**src/design/tcw_pkg.sv**
```systemverilog
// Package for the text console writer: types, opcodes, character codes, cell words.
// Used by tcw_front, tcw_back and the top level; depends on nothing.
`timescale 1ns / 1ps
`default_nettype none
package tcw_pkg;

  localparam int unsigned DefColumns = 80;
  localparam int unsigned DefRows    = 25;

  localparam logic [1:0] OP_PUT   = 2'd0;
  localparam logic [1:0] OP_ESC   = 2'd1;
  localparam logic [1:0] OP_CLEAR = 2'd2;
  localparam logic [1:0] OP_READ  = 2'd3;

  localparam logic [7:0] CH_BS    = 8'h08;
  localparam logic [7:0] CH_TAB   = 8'h09;
  localparam logic [7:0] CH_LF    = 8'h0A;
  localparam logic [7:0] CH_CR    = 8'h0D;
  localparam logic [7:0] CH_SPACE = 8'h20;
  localparam logic [7:0] CH_ZERO  = 8'h30;
  localparam logic [7:0] CH_ONE   = 8'h31;
  localparam logic [7:0] CH_THREE = 8'h33;
  localparam logic [7:0] CH_FOUR  = 8'h34;
  localparam logic [7:0] CH_SEMI  = 8'h3B;
  localparam logic [7:0] CH_LBRK  = 8'h5B;
  localparam logic [7:0] CH_M     = 8'h6D;

  localparam logic [15:0] CellBlank   = 16'h0720;
  localparam logic [15:0] CellCleared = 16'h0700;
  localparam logic [7:0]  AttrDefault = 8'h07;
  localparam logic [7:0]  AttrBold    = 8'h08;
  localparam logic [7:0]  AttrHiMask  = 8'hF0;
  localparam logic [7:0]  AttrLoMask  = 8'h0F;

  typedef enum logic [3:0] {
    K_PRINT, K_BS, K_TAB, K_CR, K_LF, K_NOP, K_ESC, K_CLEAR, K_READ
  } cmd_kind_e;

  typedef struct packed {
    cmd_kind_e   kind;
    logic [7:0]  char_code;
    logic [10:0] cell_address;
  } cmd_t;

  function automatic cmd_kind_e classify(logic [1:0] op, logic [7:0] c);
    cmd_kind_e k;
    k = K_NOP;
    case (op)
      OP_PUT: begin
        if (c == CH_BS) k = K_BS;
        else if (c == CH_TAB) k = K_TAB;
        else if (c == CH_CR) k = K_CR;
        else if (c == CH_LF) k = K_LF;
        else if (c >= CH_SPACE) k = K_PRINT;
        else k = K_NOP;
      end
      OP_ESC:   k = K_ESC;
      OP_CLEAR: k = K_CLEAR;
      default:  k = K_READ;
    endcase
    return k;
  endfunction

endpackage
`default_nettype wire

```
**src/design/tcw_front.sv**
```systemverilog
// Front end: classify incoming beats and hold them in a two-entry queue.
// Depends on tcw_pkg.
`timescale 1ns / 1ps
`default_nettype none
module tcw_front import tcw_pkg::*; (
  input  wire logic        clk_i,
  input  wire logic        rst_ni,
  input  wire logic        push,
  output logic             full,
  input  wire logic [1:0]  opcode_i,
  input  wire logic [7:0]  char_code_i,
  input  wire logic [10:0] cell_address_i,
  output cmd_t             cmd_o,
  output logic             cmd_valid_o,
  input  wire logic        cmd_take_i
);

  cmd_t       slot_q [2];
  logic       wr_ptr_q, wr_ptr_d;
  logic       rd_ptr_q, rd_ptr_d;
  logic [1:0] cnt_q, cnt_d;
  logic       do_push, do_take;

  assign full        = (cnt_q == 2'd2);
  assign cmd_valid_o = (cnt_q != 2'd0);
  assign cmd_o       = slot_q[rd_ptr_q];
  assign do_push     = push && !full;
  assign do_take     = cmd_take_i && cmd_valid_o;

  always_comb begin
    wr_ptr_d = do_push ? !wr_ptr_q : wr_ptr_q;
    rd_ptr_d = do_take ? !rd_ptr_q : rd_ptr_q;
    cnt_d    = cnt_q + {1'b0, do_push} - {1'b0, do_take};
  end

  always_ff @(posedge clk_i) begin
    if (do_push) begin
      slot_q[wr_ptr_q] <= '{kind: classify(opcode_i, char_code_i),
                            char_code: char_code_i, cell_address: cell_address_i};
    end
  end

  always_ff @(posedge clk_i or negedge rst_ni) begin
    if (!rst_ni) begin
      wr_ptr_q <= 1'b0;
      rd_ptr_q <= 1'b0;
      cnt_q    <= 2'd0;
    end else begin
      wr_ptr_q <= wr_ptr_d;
      rd_ptr_q <= rd_ptr_d;
      cnt_q    <= cnt_d;
    end
  end

endmodule
`default_nettype wire

```
**config.mk**
```make
export PLATFORM = sky130hd
export DESIGN_NAME = tcw_front
export DESIGN_NICKNAME = d
export VERILOG_FILES = /design/src/design/tcw_pkg.sv /design/src/design/tcw_front.sv
export SDC_FILE = /design/constraint.sdc
export NUM_CORES = 1
export LEC_CHECK = 0
export BUFFER_PORTS_ARGS = -buffer_cell sky130_fd_sc_hd__buf_2
export CAP_MARGIN = 10
export CORE_AREA = 2 2 70 72
export CTS_BUF_LIST = sky130_fd_sc_hd__clkbuf_4 sky130_fd_sc_hd__clkbuf_8 sky130_fd_sc_hd__clkbuf_16
export CTS_CLUSTER_DIAMETER = 120
export CTS_CLUSTER_SIZE = 14
export DETAILED_ROUTE_END_ITERATION = 10
export DIE_AREA = 0 0 72 74
export HOLD_SLACK_MARGIN = 0.02
export PLACE_DENSITY = 0.74
export SETUP_SLACK_MARGIN = 0.2
export SYNTH_ARGS = -nofsm -noshare
export SYNTH_HDL_FRONTEND = slang
export SYNTH_SLANG_ARGS = --single-unit
```
**constraint.sdc**
```tcl
create_clock -name clk_i -period 4.5 [get_ports clk_i]
set_input_delay 0.225 -clock clk_i [delete_from_list [all_inputs] [get_ports clk_i]]
set_output_delay 0.225 -clock clk_i [all_outputs]
set_load 0.03 [all_outputs]
```
======== After elaboration in Yosys (flattened, before gate mapping) ========
Memories as Yosys holds them, arrays and structs flattened.
Index checks and enable logic that the tools add are counted.
word-level totals
  flip-flop bits (word level) ............. 4
  bits in writable memories ............... 46
  bits of input ports ..................... 25
  output and inout port bits .............. 25
  logic and storage cells ................. 30
  memories ................................ 1
operators by class
  add/subtract/negate cells ............... 2
  $lt $le $gt $ge ......................... 1
  equality and inequality tests ........... 7
  muxes and demuxes ....................... 9
  reduce and logical (&&, ||, !) cells .... 7
memory list
  memory  words  width  rd ports  clocked after Yosys merged registers in  wr ports  RTL line         RTL
  slot_q  2      23     1         0                                        1         tcw_front.sv:18  cmd_t slot_q [2];
operators with widths
  operator                                                                             count
  8-bit by 4-bit == test with 1-bit output, second input constant                      4
  3-bit 2-to-1 mux                                                                     5
  4-bit one-hot mux with 3 select lines                                                1
  8-bit by 6-bit greater-or-equal comparator with 1-bit output, second input constant  1
  2-bit == test, second input constant                                                 2
  4-bit 2-to-1 mux                                                                     1
  1-bit logical NOT                                                                    3
  2-bit by 1-bit adder with 2-bit output                                               1
  2-bit by 1-bit == test with 1-bit output, second input constant                      1
  1-bit logical AND                                                                    2
  2-bit logical NOT                                                                    1
  1-bit 2-to-1 mux                                                                     2
  2-bit nonzero test                                                                   1
  2-bit by 1-bit subtractor with 2-bit output                                          1

======== Logic depth before layout (Yosys ltp) ========
  depth after elaboration ................. 8
  mapped depth ............................ 7
  depth with buffers taken out ............ 7

======== Least setup slack after synthesis ========
OpenSTA, ideal clock, no wires.
  path type ............................... register to register
  start point ............................. register cnt_q[1]
  end point ............................... memory slot_q[0][0] (netlist bit), enable pin
  setup time .............................. 0.403 ns
  arrival ................................. 1.572 ns
  path slack .............................. 2.525 ns
  stages on the path, launching flop included .. 4
  period minus slack after synthesis ...... 1.975 ns
  path through ............................ dfrtp_1 > nand2b_1 > nand2_1 > nor2_1
on the way
  longest elaborated chain between the ends .. 5
ends and longest elaborated chain
  element                                 RTL line         RTL
  from (decl)                             tcw_front.sv:21  logic [1:0] cnt_q, cnt_d;
  from (signal assigned)                  tcw_front.sv:51  cnt_q <= cnt_d;
  2-bit == test                           tcw_front.sv:24  assign full = (cnt_q == 2'd2);
  1-bit logical NOT                       tcw_front.sv:27  assign do_push = push && !full;
  1-bit logical AND                       tcw_front.sv:27
  1-bit 2-to-1 mux                        tcw_front.sv:37  if (do_push) begin
  1-bit 2-to-1 mux (implied by the code)  tcw_front.sv:38  slot_q[wr_ptr_q] <= '{kind: classify(opcode_i, char_code_i),
  to (decl)                               tcw_front.sv:18
No other way between the ends.

==> run metrics <==
Hold Startpoint cell_address_i[2]; CP bufs+invs 1; synth warn 0; # hold bufs at CTS 1; Final Net Count 190; number of global-route vias before repair ~1100; final setup TNS 0 ns; area of the multi-input gates about 480 um^2; CTS Buf Count 5; Reg-to-Reg Start cnt_q[0]; wire per inst 15.5 um; Synth Register Bits 50; Syn-to-layout area delta 21.8%; Die X a little over 70 um; post-DP HPWL 2370 um; Mapped Nets approximately 140; initial antenna violation count 0; fill count 384; nature of the critical path startpoint flop; Cells after Synth 106; Seq/Total Area, Yosys 73.6%; CP endpoint kind primary output; P_leak 0.958 nW; max-capacitance violation count 0; first-pass GRT wire length 5290 um; Max Freq 0.471 GHz; maximum VDD drop 0.362 mV; postcts setup bufs 0; Num Clock Sinks 50; Mapped Area 2010 um^2; FP Rows 25; IO Pins 50; share of layout cells above drive strength 1 52.5%; worst path arrival time 1.90 ns; largest net degree at the start of global routing 25; CTS tree done; post-route minimum period ~2.1 ns; critical path's largest stage delay just over 1 ns; Crit-path slowest cell dfrtp_1; hold slack 0.123 ns; WS Path Type reg -> out; Post-Route WL 3340 um; unrepaired setup endpoints after global routing false; H-tree depth 2; worst setup path start rd_ptr_q; Longest Clk Path Bufs 2; GR Overflow Total 0; Starting Density 43.8%; Residual DRC 0; Initial DRC Count 53; synth unique cells 23; die area 5330 um^2; remaining antenna violation count 0; Slew Viols, Final 0; CTS root buffer clkbuf_8; Fin. Hold Viols 0; DR vias 1055; Hold Path Class in -> reg; Clock transition at path regs 0.08 ns; die height 74 um; Core ar. 4600 um^2; Post-CTS Resized 0; slew of the pin with the lowest slew margin 1.06 ns; top cell family by delay on the critical path flip-flops; total power per unit cell area about 670 nW/um^2; Worst Path Required between 4 and 5 ns; Pre-antenna DRT Iters 4; Setup Viol. Count Final 0; clk_lat worst skew 0.28 ns; Tcrit/Tclk final about 47%; relative slew slack just under 30%; Register Area 1480 um^2; run status completed; GRT Total Usage 13.3%; clk_skew 0.00736 ns; Via density 4.88; antenna cell count 0; gpl congestion roughly 0.75; CP Cell Sequence mux2_2 -> buf_2; mean area per synthesized cell 19.0 um^2; Max FO, Critical Path 24; Port Buffers 49
==> registers in the layout, indices dropped and copies added (netlist names) <==
register and count:
rd_ptr_q 1, slot_q 46, wr_ptr_q 1, cnt_q 2
==> power by group <==
group / internal, mW / total [mW] / switching, mW
clock network: 0.187 / 0.319 / 0.132
registers: 0.641 / 0.714 / 0.0724
logic: 0.237 / 0.608 / 0.372
==> layout by cell type, fill, tap and decap left out, drive strengths merged, types with 2 or more instances in the layout <==
cell	instances
ha	4
xnor2	4
edfxtp	46
dfrtp	4
nor2	3
buf	50
inv	5
mux2	23
nand2b	2
clkbuf	7
==> logic make-up (layout without fill, tap and decap cells) <==
group	Yosys count	in the layout	share of synthesized area, %
multiplexers	23	23	13.1
adder cells (fa/ha/maj)	4	4	2.49
buffers and inverters	8	64	2.61
AND/OR/NAND/NOR	12	12	4.60
XOR/XNOR	5	5	2.18
flip-flops	50	50	73.6
AO/OA/AOI/OAI	4	4	1.43
==> cells in the mapped netlist <==
master     count  share of area (%)
mux2_4         1               0.75
a31oi_1        1               0.31
nand2b_1       1               0.31
or2_1          1               0.31
buf_6          3                1.7
nand2b_4       1               0.68
nand2_1        1               0.19
edfxtp_1      46                 69
nor3_1         1               0.25
mux2_2        22                 12
o21ai_0        1               0.25
nor4b_4        1                1.2
nor3b_1        1               0.37
and2_4         1               0.44
nor2_1         3               0.56
a2111oi_0      1               0.44
xnor2_1        4                1.7
inv_1          5               0.93
ha_1           4                2.5
xor2_1         1               0.44
dfrtp_1        4                5.0
o311ai_1       1               0.44
and3_1         1               0.31
==> worst paths after layout <==
check	depth (start not counted)	slack (ns)	endpoint
max	2	2.38	cmd_o[15]
max reg2reg	2	2.72	slot_q[1][16]
min	1	0.12	slot_q[0][2]
min reg2reg	1	0.50	cnt_q[1]
max in group asynchronous	2	4.10	rd_ptr_q
min in group asynchronous	2	0.27	wr_ptr_q
==> per-stage QoR <==
stage               total power, mW  cell area, um^2  std cells  util (%)  setup WS (ns)
floorplan                      1.18             2010        106         -           2.53
global placement               1.30             2290        206      49.9           2.66
detailed placement             1.33             2290        206      49.9           2.51
CTS                            1.65             2420        215      52.7           2.33
global route                   1.72             2450        216      53.3           2.27
finish                         1.64             2450        216      53.3           2.38
==> area by class of cell <==
type                       count  share of cell area [%]
clock buffer                   7                    3.68
clock inverter                 1                    1.23
inverter                       5                   0.766
multi-input combinational     48                    19.6
sequential                    50                    60.4
tap                           54                    2.76
timing repair buffer          51                    11.5
==> per-layer routing <==
metal / GRT usage [%] / wire [um] / up-vias / part of all wire, %
met1: 15.2 / 1320 / 512 / 40
met3: 3.39 / 187 / 2 / 5.6
met4: 5.03 / 28 / 0 / 0.84
li1: - / - / 510 / -
met2: 24.4 / 1800 / 31 / 54
met5: 0 / 0 / - / 0
No activity file was read; power rests on OpenSTA's default activity.
